$ cat src/hw/rtl/xor_checked_frame_decoder_unit_defines.svh
// Assertion macros shared by the frame decoder RTL.
// Every macro samples on clk and is disabled while arst_n is low.
// Defining ASSERT_OFF compiles all of them to nothing.
`ifndef XOR_CHECKED_FRAME_DECODER_UNIT_DEFINES_SVH
`define XOR_CHECKED_FRAME_DECODER_UNIT_DEFINES_SVH

`ifndef ASSERT_OFF
// Property must hold at every clock edge outside reset.
`define XCFD_ASSERT(lbl, prop) \
	lbl: assert property (@(posedge clk) disable iff (!arst_n) (prop)) \
		else $error("xcfd assertion failed");
// Condition must never be true at a clock edge outside reset.
`define XCFD_ASSERT_NEVER(lbl, cond) \
	lbl: assert property (@(posedge clk) disable iff (!arst_n) !(cond)) \
		else $error("xcfd forbidden condition seen");
`else
`define XCFD_ASSERT(lbl, prop)
`define XCFD_ASSERT_NEVER(lbl, cond)
`endif

`endif

$ cat src/hw/rtl/xcfd_pkg.sv
// Shared constants, the result record and BCD helpers of the frame decoder.
// Depends on nothing; every other RTL file but the assertion header imports it.
`default_nettype none

package xcfd_pkg;

	localparam int unsigned MAX_FRAME_LEN_DEF = 255;
	localparam int unsigned MIN_FRAME_LEN     = 14;
	localparam int unsigned PAYLOAD_FIRST     = 2;
	localparam int unsigned PAYLOAD_LEN       = 9;

	localparam logic [7:0] HDR_BYTE = 8'hAF;
	localparam logic [7:0] END_BYTE = 8'hFA;

	localparam logic [2:0] ST_OK         = 3'd0;
	localparam logic [2:0] ST_CSUM_BAD   = 3'd1;
	localparam logic [2:0] ST_HDR_REJECT = 3'd2;
	localparam logic [2:0] ST_TOO_SHORT  = 3'd3;
	localparam logic [2:0] ST_TOO_LONG   = 3'd4;

	typedef struct packed {
		logic [2:0]  status;
		logic [7:0]  order_code;
		logic [7:0]  pump_number;
		logic [13:0] year;
		logic [6:0]  month;
		logic [6:0]  day;
		logic [6:0]  hour;
		logic [6:0]  minute;
		logic [6:0]  second;
	} xcfd_result_t;

	function automatic logic bcd_ok(input logic [7:0] b);
		return (b[7:4] <= 4'd9) && (b[3:0] <= 4'd9);
	endfunction

	// Two BCD digits to binary; an invalid nibble makes the field zero.
	function automatic logic [6:0] bcd2(input logic [7:0] b);
		logic [6:0] v;
		v = 7'(b[7:4]) * 7'd10 + 7'(b[3:0]);
		return bcd_ok(b) ? v : 7'd0;
	endfunction

	// Four BCD digits (high byte first) to binary.
	function automatic logic [13:0] bcd4(input logic [7:0] hi, input logic [7:0] lo);
		logic [13:0] v;
		v = 14'(bcd2(hi)) * 14'd100 + 14'(bcd2(lo));
		return (bcd_ok(hi) && bcd_ok(lo)) ? v : 14'd0;
	endfunction

endpackage

`default_nettype wire

$ cat src/hw/rtl/xcfd_in_stage.sv
// Input register of the frame decoder: one received byte is held here
// until the frame logic takes it. Depends on xcfd_pkg only for style.
`default_nettype none

module xcfd_in_stage
	import xcfd_pkg::*;
(
	input  wire logic       clk,
	input  wire logic       arst_n,
	input  wire logic       in_valid,
	output logic            in_stall,
	input  wire logic [7:0] rx_byte,
	input  wire logic       advance,
	output logic            valid_s1,
	output logic [7:0]      byte_s1
);

	logic load;

	// The register refills when it is empty or its byte moves on this cycle.
	assign load     = !valid_s1 || advance;
	assign in_stall = !load;

	always_ff @(posedge clk or negedge arst_n) begin
		if (!arst_n) begin
			valid_s1 <= 1'b0;
		end else if (load) begin
			valid_s1 <= in_valid;
		end
	end

	always_ff @(posedge clk) begin
		if (load && in_valid) begin
			byte_s1 <= rx_byte;
		end
	end

endmodule

`default_nettype wire

$ cat src/hw/rtl/xcfd_frame_core.sv
// Frame state and per-byte decision logic: header check, running XOR,
// fixed-position capture, end detection and BCD decode. Uses xcfd_pkg.
`default_nettype none
`include "xor_checked_frame_decoder_unit_defines.svh"

module xcfd_frame_core
	import xcfd_pkg::*;
#(
	parameter int unsigned MAX_FRAME_LEN = MAX_FRAME_LEN_DEF
) (
	input  wire logic       clk,
	input  wire logic       arst_n,
	input  wire logic       en,
	input  wire logic [7:0] byte_s1,
	output logic            res_valid,
	output xcfd_result_t    res
);

	localparam int unsigned CNT_W = $clog2(MAX_FRAME_LEN + 1);
	localparam logic [CNT_W-1:0] MAX_N = CNT_W'(MAX_FRAME_LEN);
	localparam logic [CNT_W-1:0] MIN_N = CNT_W'(MIN_FRAME_LEN);

	logic [CNT_W-1:0] cnt_q, cnt_d, n;
	logic             first_ok_q, first_ok_d;
	logic [7:0]       xor_q, xor_d, xor_nx, sum;
	// The newest byte is byte_s1 itself; these hold the two before it.
	logic [7:0]       recent_q [2];
	logic [7:0]       payload_q [PAYLOAD_LEN];
	logic             restart, is_end;
	xcfd_result_t     data_res;

	assign n      = cnt_q + CNT_W'(1);
	assign xor_nx = xor_q ^ byte_s1;
	// Newest byte and the one before it both carry the end marker.
	assign is_end = (byte_s1 == END_BYTE) && (recent_q[0] == END_BYTE);
	// Remove the last three bytes from the running XOR; compare to the third last.
	assign sum    = xor_nx ^ byte_s1 ^ recent_q[0] ^ recent_q[1];

	always_comb begin
		data_res             = '0;
		data_res.status      = (sum == recent_q[1]) ? ST_OK : ST_CSUM_BAD;
		data_res.order_code  = payload_q[0];
		data_res.pump_number = payload_q[1];
		data_res.year        = bcd4(payload_q[2], payload_q[3]);
		data_res.month       = bcd2(payload_q[4]);
		data_res.day         = bcd2(payload_q[5]);
		data_res.hour        = bcd2(payload_q[6]);
		data_res.minute      = bcd2(payload_q[7]);
		data_res.second      = bcd2(payload_q[8]);
	end

	always_comb begin
		res_valid  = 1'b0;
		res        = '0;
		restart    = 1'b0;
		cnt_d      = cnt_q;
		first_ok_d = first_ok_q;
		xor_d      = xor_q;
		if (cnt_q == CNT_W'(0)) begin
			first_ok_d = (byte_s1 == HDR_BYTE);
			cnt_d      = CNT_W'(1);
		end else if (cnt_q == CNT_W'(1)) begin
			if (!first_ok_q || (byte_s1 != HDR_BYTE)) begin
				res_valid  = 1'b1;
				res.status = ST_HDR_REJECT;
				restart    = 1'b1;
			end else begin
				cnt_d = CNT_W'(2);
			end
		end else begin
			xor_d = xor_nx;
			if (is_end) begin
				res_valid = 1'b1;
				restart   = 1'b1;
				if (n < MIN_N) begin
					res.status = ST_TOO_SHORT;
				end else begin
					res = data_res;
				end
			end else if (n >= MAX_N) begin
				res_valid  = 1'b1;
				res.status = ST_TOO_LONG;
				restart    = 1'b1;
			end else begin
				cnt_d = n;
			end
		end
	end

	always_ff @(posedge clk or negedge arst_n) begin
		if (!arst_n) begin
			cnt_q       <= '0;
			first_ok_q  <= 1'b0;
			xor_q       <= '0;
			recent_q[0] <= '0;
			recent_q[1] <= '0;
		end else if (en) begin
			if (restart) begin
				cnt_q       <= '0;
				first_ok_q  <= 1'b0;
				xor_q       <= '0;
				recent_q[0] <= '0;
				recent_q[1] <= '0;
			end else begin
				cnt_q       <= cnt_d;
				first_ok_q  <= first_ok_d;
				xor_q       <= xor_d;
				recent_q[0] <= byte_s1;
				recent_q[1] <= recent_q[0];
			end
		end
	end

	// Each captured byte has a fixed slot selected by the frame position.
	for (genvar k = 0; k < PAYLOAD_LEN; k++) begin : g_payload
		always_ff @(posedge clk) begin
			if (en && (cnt_q == CNT_W'(k + PAYLOAD_FIRST))) begin
				payload_q[k] <= byte_s1;
			end
		end
	end

	`XCFD_ASSERT_NEVER(a_cnt_below_max, cnt_q >= MAX_N)
	`XCFD_ASSERT(a_restart_clears, (en && res_valid) |=> (cnt_q == CNT_W'(0)))
	`XCFD_ASSERT(a_hdr_only_at_second,
		(res_valid && (res.status == ST_HDR_REJECT)) |-> (cnt_q == CNT_W'(1)))
	`XCFD_ASSERT(a_no_data_on_error,
		(res_valid && (res.status != ST_OK) && (res.status != ST_CSUM_BAD))
		|-> (res.order_code == 8'd0 && res.pump_number == 8'd0 && res.year == 14'd0))

endmodule

`default_nettype wire

$ cat src/hw/rtl/xcfd_out_reg.sv
// Result register of the frame decoder; holds one report until it is taken.
// Uses the result record from xcfd_pkg.
`default_nettype none

module xcfd_out_reg
	import xcfd_pkg::*;
(
	input  wire logic          clk,
	input  wire logic          arst_n,
	input  wire logic          load,
	input  wire xcfd_result_t  res,
	input  wire logic          out_stall,
	output logic               out_valid,
	output logic               blocked,
	output xcfd_result_t       res_q
);

	// A held report that is not taken this cycle blocks the frame logic.
	assign blocked = out_valid && out_stall;

	always_ff @(posedge clk or negedge arst_n) begin
		if (!arst_n) begin
			out_valid <= 1'b0;
		end else if (load) begin
			out_valid <= 1'b1;
		end else if (!out_stall) begin
			out_valid <= 1'b0;
		end
	end

	always_ff @(posedge clk) begin
		if (load) begin
			res_q <= res;
		end
	end

endmodule

`default_nettype wire

$ cat src/hw/rtl/xor_checked_frame_decoder_unit.sv
// out_valid rises at the edge where the frame logic takes the byte that closes
// or rejects a frame, as that edge loads the report into the result register.
// Throughput: one byte per cycle unless blocked; the only path is input register, frame logic, result register.
// A report held under out_stall blocks the frame logic, which then stalls the input.
// Reset: arst_n low clears the frame count, header flag, running XOR, recent bytes
// and both valid flags; captured frame bytes are not reset.
`default_nettype none

module xor_checked_frame_decoder_unit
	import xcfd_pkg::*;
#(
	parameter int unsigned MAX_FRAME_LEN = MAX_FRAME_LEN_DEF
) (
	input  wire logic       clk,
	input  wire logic       arst_n,
	input  wire logic       in_valid,
	output logic            in_stall,
	input  wire logic [7:0] rx_byte,
	output logic            out_valid,
	input  wire logic       out_stall,
	output logic [2:0]      status,
	output logic [7:0]      order_code,
	output logic [7:0]      pump_number,
	output logic [13:0]     year,
	output logic [6:0]      month,
	output logic [6:0]      day,
	output logic [6:0]      hour,
	output logic [6:0]      minute,
	output logic [6:0]      second
);

	// Stage one holds the received byte. The frame logic consumes it whenever
	// the result register is free or being emptied in the same cycle.
	logic         valid_s1;
	logic [7:0]   byte_s1;
	logic         blocked;
	logic         advance;
	logic         en;
	logic         res_valid;
	xcfd_result_t res;
	xcfd_result_t res_q;

	assign advance = !blocked;
	assign en      = valid_s1 && advance;

	xcfd_in_stage u_in (
		.clk      (clk),
		.arst_n   (arst_n),
		.in_valid (in_valid),
		.in_stall (in_stall),
		.rx_byte  (rx_byte),
		.advance  (advance),
		.valid_s1 (valid_s1),
		.byte_s1  (byte_s1)
	);

	// Frame state machine and decode. Each byte updates the state once; a
	// report is produced for a header reject, a frame end or an overlong frame.
	xcfd_frame_core #(
		.MAX_FRAME_LEN (MAX_FRAME_LEN)
	) u_core (
		.clk       (clk),
		.arst_n    (arst_n),
		.en        (en),
		.byte_s1   (byte_s1),
		.res_valid (res_valid),
		.res       (res)
	);

	// The result register decouples the output request from the input side.
	xcfd_out_reg u_out (
		.clk       (clk),
		.arst_n    (arst_n),
		.load      (en && res_valid),
		.res       (res),
		.out_stall (out_stall),
		.out_valid (out_valid),
		.blocked   (blocked),
		.res_q     (res_q)
	);

	assign status      = res_q.status;
	assign order_code  = res_q.order_code;
	assign pump_number = res_q.pump_number;
	assign year        = res_q.year;
	assign month       = res_q.month;
	assign day         = res_q.day;
	assign hour        = res_q.hour;
	assign minute      = res_q.minute;
	assign second      = res_q.second;

endmodule

`default_nettype wire

$ cat config.mk
export PLATFORM = sky130hd
export DESIGN_NAME = xor_checked_frame_decoder_unit
export DESIGN_NICKNAME = d
export VERILOG_FILES = /design/src/hw/rtl/xcfd_pkg.sv /design/src/hw/rtl/xcfd_in_stage.sv /design/src/hw/rtl/xcfd_frame_core.sv /design/src/hw/rtl/xcfd_out_reg.sv /design/src/hw/rtl/xor_checked_frame_decoder_unit.sv
export VERILOG_INCLUDE_DIRS = /design/src /design/src/hw/rtl
export SDC_FILE = /design/constraint.sdc
export NUM_CORES = 1
export LEC_CHECK = 0
export ABC_AREA = 1
export BUFFER_PORTS_ARGS = -buffer_cell sky130_fd_sc_hd__buf_4
export CAP_MARGIN = 20
export CORE_ASPECT_RATIO = 1.5
export CORE_MARGIN = 5
export CORE_UTILIZATION = 35
export DETAILED_ROUTE_END_ITERATION = 6
export PLACE_DENSITY_LB_ADDON = 0.08
export SLEW_MARGIN = 30
export SYNTH_ARGS = -nofsm -noshare
export SYNTH_HDL_FRONTEND = slang
export SYNTH_SLANG_ARGS = --single-unit
$ cat constraint.sdc
create_clock -name clk -period 3.75 [get_ports clk]
set_input_delay 0.75 -clock clk [delete_from_list [all_inputs] [get_ports clk]]
set_output_delay 0.75 -clock clk [all_outputs]
set_load 0.03 [all_outputs]
==> Word-level counts from Yosys, hierarchy flattened <==
Memories as Yosys holds them, arrays and structs flattened. A register that Yosys moved wholly into a read port is not among the register bits.
Index checks and enable logic that the tools add are counted.
{ "totals": {"reg_bits": 95, "ram_bits": 72, "out_inout_bits": 70, "n_memories": 1} }
{ "mem_list": {"columns": ["memory", "depth", "word_bits", "rd", "rd_clocked_by_memory_dff", "wr", "line", "rtl"], "rows": [
  ["u_core.payload_q", 9, 8, 9, 2, 1, "xcfd_frame_core.sv:28", "logic [7:0] payload_q [PAYLOAD_LEN];"]
]} }
{ "op_classes": {"add_sub_neg": 9, "n_mul": 8, "order_cmp": 16, "eq_ne": 21, "mux": 69, "bitwise": 11, "n_reduce_logical": 48} }
{ "op_table": {"columns": ["operator", "n"], "rows": [
  ["2-to-1 mux 8 bit", 17],
  ["OR reduction 8 bit", 8],
  ["less-or-equal comparator 4 bit (second input constant)", 14],
  ["adder 7 x 4 -> 7 bit", 7],
  ["multiplier 4 x 3 -> 6 bit (second input constant)", 7],
  ["2-to-1 mux 1 bit", 36],
  ["equality test 8 x 3 -> 1 bit (second input constant)", 4],
  ["2-to-1 mux 4 bit", 8],
  ["bitwise XOR 8 bit", 4],
  ["OR reduction 5 bit", 6],
  ["equality test 8 x 4 -> 1 bit (second input constant)", 3],
  ["equality test 8 bit (second input constant)", 3],
  ["logical AND 1 bit", 22],
  ["equality test 8 x 2 -> 1 bit (second input constant)", 2],
  ["2-to-1 mux 16 bit", 1],
  ["adder 14 x 7 -> 14 bit", 1],
  ["2-to-1 mux 7 bit", 2],
  ["multiplier 7 x 5 -> 12 bit (second input constant)", 1],
  ["2-to-1 mux 3 bit", 4],
  ["adder 8 x 1 -> 8 bit (second input constant)", 1],
  ["equality test 8 x 1 -> 1 bit (second input constant)", 1],
  ["equality test 8 bit", 1],
  ["greater-or-equal comparator 8 bit (second input constant)", 1],
  ["zero test 8 bit", 1],
  ["other kinds (16)", 27]
]} }

==> Longest topological paths before layout <==
{ "logic_depth": {"ltp_word": 15, "mapped_depth": 25} }

==> Hierarchy <==
Synthesis repeated with hierarchy kept, for this count alone.
{ "hier_totals": {"cells_unflattened": 926, "hier_area_um2": 9472.8} }
{ "by_module_without_submodules": {"columns": ["mod", "instances", "cells_per_inst", "area_per_inst_um2", "seq_area_each_um2"], "rows": [
  ["xcfd_frame_core", 1, 833, 7069.3, 2787.7],
  ["xcfd_out_reg", 1, 73, 2082.0, 2067.0],
  ["xcfd_in_stage", 1, 15, 297.8, 265.3],
  ["xor_checked_frame_decoder_unit", 1, 5, 23.8, 0.0]
]} }

==> Worst setup path before layout <==
Ideal clock, no wire load.
{ "synth_path": {"path_kind": "register to register", "startpoint": "memory u_core.payload_q[2][5] (netlist: u_core.payload_q[1][5])", "endpoint": "register, netlist name u_out.res_q[48]", "setup_ns": 0.253, "arrival_ns": 3.739, "t_required_ns": 3.497, "setup_slack_ns": -0.241, "path_stages_with_launch": 24, "synth_period_minus_slack_ns": 3.991, "cell_sequence": "edfxtp_1 -> ha_1 -> ha_1 -> fa_1 -> inv_1 -> nor2_1 -> and2_1 -> nor2_1 -> o21ai_0 -> inv_1 -> ha_1 -> inv_1 -> ha_1 -> ha_1 -> ha_1 -> nand2_1 -> inv_1 -> nand4_1 -> nand3_1 -> nand2_1 -> nand2_1 -> nand3_1 -> nor2_1 -> nor2_1"} }
{ "synth_lines": {"columns": ["item", "line"], "rows": [
  ["start, declared", "xcfd_frame_core.sv:28"]
]} }

==> results.json <==
{
  "outcome": "finished, violations left",
  "violations": "setup timing",
  "io-pin-count": 82,
  "first_global_vias": 6497,
  "synth_nets": 990,
  "vias": 6359,
  "layout-drive-gt1-share": 0.2348,
  "static-leakage-power_nw": 5.145,
  "synth_cell_types": 37,
  "clockPowerShare": 0.264,
  "worst-endpoint-arrival_ns": 3.96,
  "share_comb_of_total_power": 0.326,
  "critPathLaunchType": "flip-flop",
  "portBuffers": 81,
  "floorplan.die.height_microns": 210.1,
  "grt_antenna_before_repair": 0,
  "worst_slew_pin_slew_ns": 0.7423,
  "initial_drt_markers": 299,
  "crit_chain": "ha_1, ha_2, fa_1, inv_2, nor2_2, and2_1, nor2_1, o21ai_1, buf_4, fa_1, inv_2, ha_4, buf_6, nand3_1, nand3b_1, nand3_2, nor2_4, nand3_2, nor2_1, nor2_1",
  "fin_crit_ns": 3.769,
  "grt_pass1_wl_microns": 33510,
  "insertedDiodeCount": 0,
  "cp_max_fo": 5,
  "netSwitchingPower_mw": 2.378,
  "finalHoldViolations": 0,
  "finalWeightedCongestion": 0.7974,
  "detail_route.drc_violations": 0,
  "tritoncts_clock_tree": "done",
  "clk-insertion-delay-late_ns": 0.44,
  "grt.overflow.total": 0,
  "period_share": 1.005,
  "fill_cells": 2509,
  "reg2reg_from": "u_core.payload_q[1][7]$_DFFE_PP_",
  "drtAntennaViolNets": 0,
  "power-per-cell-area_nw_per_um2": 574.9,
  "max_clock_freq_ghz": 0.2653,
  "clock_path_buffers": 2,
  "ys_seq_area_frac": 0.5482,
  "placedCellCount": 1339,
  "initial_utilization": 0.3538,
  "clkSlewWorstSetupHoldPaths_ns": 0.07,
  "placement.cell_area_sq_um": 10730,
  "cts_htree_levels": 4,
  "routed_wirelength_microns": 21090,
  "avgRoutedWirePerCell_microns": 15.37,
  "max-cap-violations": 0,
  "final_nets": 1127,
  "via_per_inst": 4.635,
  "gr-usage-all-layers": 0.1439,
  "grt_start_max_net_pins": 46,
  "setup_ws_ns": -0.01877,
  "numCtsBuffers": 17,
  "final-max-slew-violation-count": 0,
  "detailedPlacementHpwl_microns": 15570,
  "cp_slowest_cell": "sky130_fd_sc_hd__fa_1",
  "synthesized_area_sq_um": 9339,
  "placementRows": 73,
  "die_w_microns": 143.4,
  "crit_top_cell": "sky130_fd_sc_hd__nor2_1",
  "p_int_mw": 4.240,
  "sw_frac_of_total": 0.3593,
  "synth_area_per_cell_sq_um": 10.55,
  "rsz_0062_raised_after_global_routing": "true",
  "synth_warnings": 0,
  "hold_slack_ns": 0.2323,
  "synth.ff_latch_count": 175,
  "areaGrowthSynthToFinish_pct": 23.27,
  "timing.critical_path.from": "u_core.payload_q[1][7]$_DFFE_PP_",
  "cts_sinks": 175,
  "setup.worst_path.end_class": "flip-flop",
  "drt_pass1_iterations": 4,
  "core-area_sq_um": 26400,
  "hold_path_class": "input port to asynchronous set/reset pin",
  "finalSetupViolCount": 2,
  "cp_top_family": "adder cells",
  "final_cell_count_without_fillers": 1372,
  "finish.instance_area_sq_um": 11510,
  "criticalPathCategory": "flip-flop to flip-flop",
  "critPathRequiredTime_ns": 3.94,
  "preCtsSetupSlack_ns": -0.1642,
  "timing.critical_path.buf_inv": 4,
  "slew-limit-headroom": 0.5033,
  "finClkSkew_ns": 0.01696,
  "slowest_delay_ns": 0.50,
  "clk_root_buffer_cell": "sky130_fd_sc_hd__clkbuf_16",
  "power.ir.vdd_worst_mv": 0.3354,
  "total_die_area_sq_um": 30120,
  "part_of_the_power_in_registers": 0.410,
  "postSynthCellCount": 885
}
## per-layer routing
layer | wire [microns] | vias to the layer above | GRT usage
li1 | - | 3226 | -
met1 | 8222 | 3037 | 0.1584
met2 | 11870 | 73 | 0.2727
met3 | 565 | 23 | 0.02542
met4 | 432 | 0 | 0.05068
met5 | 0 | - | 0
## worst register-to-register path, cell delays in order (launching register included)
cell and delay, ns:
sky130_fd_sc_hd__edfxtp_1 0.39, sky130_fd_sc_hd__ha_1 0.31, sky130_fd_sc_hd__ha_2 0.18, sky130_fd_sc_hd__fa_1 0.45, sky130_fd_sc_hd__inv_2 0.10, sky130_fd_sc_hd__nor2_2 0.04
sky130_fd_sc_hd__and2_1 0.12, sky130_fd_sc_hd__nor2_1 0.07, sky130_fd_sc_hd__o21ai_1 0.08, sky130_fd_sc_hd__buf_4 0.15, sky130_fd_sc_hd__fa_1 0.50, sky130_fd_sc_hd__inv_2 0.05
sky130_fd_sc_hd__ha_4 0.29, sky130_fd_sc_hd__buf_6 0.11, sky130_fd_sc_hd__nand3_1 0.09, sky130_fd_sc_hd__nand3b_1 0.14, sky130_fd_sc_hd__nand3_2 0.13, sky130_fd_sc_hd__nor2_4 0.13
sky130_fd_sc_hd__nand3_2 0.09, sky130_fd_sc_hd__nor2_1 0.09, sky130_fd_sc_hd__nor2_1 0.04
## kinds of logic after synthesis
| logic type | Yosys count | share of synthesized area |
|---|---|---|
| flip-flops | 175 | 0.5482 |
| buffers and inverters | 140 | 0.06002 |
| adder cells (fa/ha/maj) | 93 | 0.1383 |
| AO/OA/AOI/OAI | 56 | 0.03282 |
| AND/OR/NAND/NOR | 379 | 0.1813 |
| XOR/XNOR | 42 | 0.03939 |
## metrics by stage
step                      power (mW)  setup TNS [ns]  utilization
after global placement         4.804         -0.3539       0.4063
after floorplan                4.105        -0.02249            -
final                          6.619        -0.02504       0.4361
after global routing           7.019          -1.018       0.4361
after CTS                      6.645         -0.3105       0.4312
after detailed placement       4.810         -0.4823       0.4063
## layout by cell type (no fill, tap or decap), types with 16 or more instances in the layout
| master | Yosys | routed |
|---|---|---|
| sky130_fd_sc_hd__a21oi_1 | 17 | 16 |
| sky130_fd_sc_hd__buf_4 | 1 | 128 |
| sky130_fd_sc_hd__clkbuf_16 | 0 | 17 |
| sky130_fd_sc_hd__dfrtp_1 | 27 | 27 |
| sky130_fd_sc_hd__edfxtp_1 | 148 | 148 |
| sky130_fd_sc_hd__fa_1 | 17 | 16 |
| sky130_fd_sc_hd__ha_1 | 76 | 64 |
| sky130_fd_sc_hd__inv_1 | 124 | 114 |
| sky130_fd_sc_hd__nand2_1 | 160 | 150 |
| sky130_fd_sc_hd__nand3_1 | 66 | 60 |
| sky130_fd_sc_hd__nor2_1 | 100 | 89 |
| sky130_fd_sc_hd__o21ai_0 | 29 | 27 |
| sky130_fd_sc_hd__xor2_1 | 36 | 36 |
## sequential cells by signal (all words and copies together), names as in the netlist
name	count
u_core.recent_q	8
u_core.xor_q	8
u_out.res_q	52
u_out.out_valid	1
u_core.first_ok_q	1
u_in.valid_s1	1
pump_number	8
u_core.payload_q	72
u_in.byte_s1	8
order_code	8
u_core.cnt_q	8
## area by class of cell
cell class | count | area, sq um | share of cell area
multi-input cells | 570 | 3931 | 0.3415
flip-flops and latches | 175 | 5120 | 0.4447
well taps | 337 | 421.7 | 0.03663
inverters | 128 | 480.5 | 0.04173
clock inverters | 14 | 146.4 | 0.01272
clock buffers | 18 | 429.2 | 0.03728
repair buffers | 130 | 983.4 | 0.08543
## power by group through the flow
stage | combinational, mW | sequential, mW | clock (mW)
after global routing | 2.39 | 2.75 | 1.88
after global placement | 2.05 | 2.75 | 0
final | 2.16 | 2.71 | 1.75
after floorplan | 1.10 | 3.01 | 0
after detailed placement | 2.05 | 2.76 | 0
after CTS | 2.11 | 2.72 | 1.81
## worst paths after layout
check                                                end  slack, ns  cells after the start
min in group clk               u_in.byte_s1[3]$_DFFE_PP_       0.49                      1
min                            u_in.valid_s1$_DFFE_PN0N_       0.23                      1
max reg2reg                u_out.res_q[48]$_SDFFCE_PP0P_      -0.02                     20
min reg2reg                u_core.first_ok_q$_DFFE_PN0P_       0.52                      2
max in group asynchronous    u_core.cnt_q[6]$_DFFE_PN0P_       3.22                      1
max                        u_out.res_q[48]$_SDFFCE_PP0P_      -0.02                     20
## synth_stat cells
master	instances	area, sq um
sky130_fd_sc_hd__nand4_1	10	62.56
sky130_fd_sc_hd__nor3_1	12	60.06
sky130_fd_sc_hd__buf_1	2	7.510
sky130_fd_sc_hd__nor4_1	2	12.51
sky130_fd_sc_hd__nor2_4	3	33.78
sky130_fd_sc_hd__nand2_2	4	25.02
sky130_fd_sc_hd__o21ai_2	1	8.760
sky130_fd_sc_hd__inv_2	2	7.510
sky130_fd_sc_hd__dfrtp_1	27	675.7
sky130_fd_sc_hd__inv_1	124	465.5
sky130_fd_sc_hd__and2_1	1	6.260
sky130_fd_sc_hd__o21bai_1	2	15.01
sky130_fd_sc_hd__nand3_2	2	20.02
sky130_fd_sc_hd__fa_1	17	340.3
sky130_fd_sc_hd__nor2_1	100	375.4
sky130_fd_sc_hd__buf_4	1	7.510
sky130_fd_sc_hd__buf_6	4	45.04
sky130_fd_sc_hd__buf_2	1	5.000
sky130_fd_sc_hd__a31oi_1	1	6.260
sky130_fd_sc_hd__ha_1	76	950.9
sky130_fd_sc_hd__nand3b_1	5	37.54
sky130_fd_sc_hd__nand3_1	66	330.3
sky130_fd_sc_hd__nand2_4	2	22.52
sky130_fd_sc_hd__xor2_1	36	315.3
sky130_fd_sc_hd__nand2_1	160	600.6
sky130_fd_sc_hd__o22ai_1	2	12.51
sky130_fd_sc_hd__a21oi_2	3	26.28
sky130_fd_sc_hd__clkinv_1	2	7.510
sky130_fd_sc_hd__o21a_1	1	7.510
sky130_fd_sc_hd__or2_2	5	31.28
sky130_fd_sc_hd__o21ai_0	29	145.1
sky130_fd_sc_hd__clkbuf_1	4	15.01
sky130_fd_sc_hd__nand4_2	5	62.56
sky130_fd_sc_hd__a21oi_1	17	85.08
sky130_fd_sc_hd__nor2_2	2	12.51
sky130_fd_sc_hd__edfxtp_1	148	4444
sky130_fd_sc_hd__xnor2_1	6	52.55
## what timing repair did
item | CTS | global route
buffers inserted | 0 | 1
pin swaps | 21 | 26
hold buffers | 0 | 0
setup endpoints to repair | 4 | 6
gates resized for setup | 24 | 29
(Power assumes the default switching activity.)
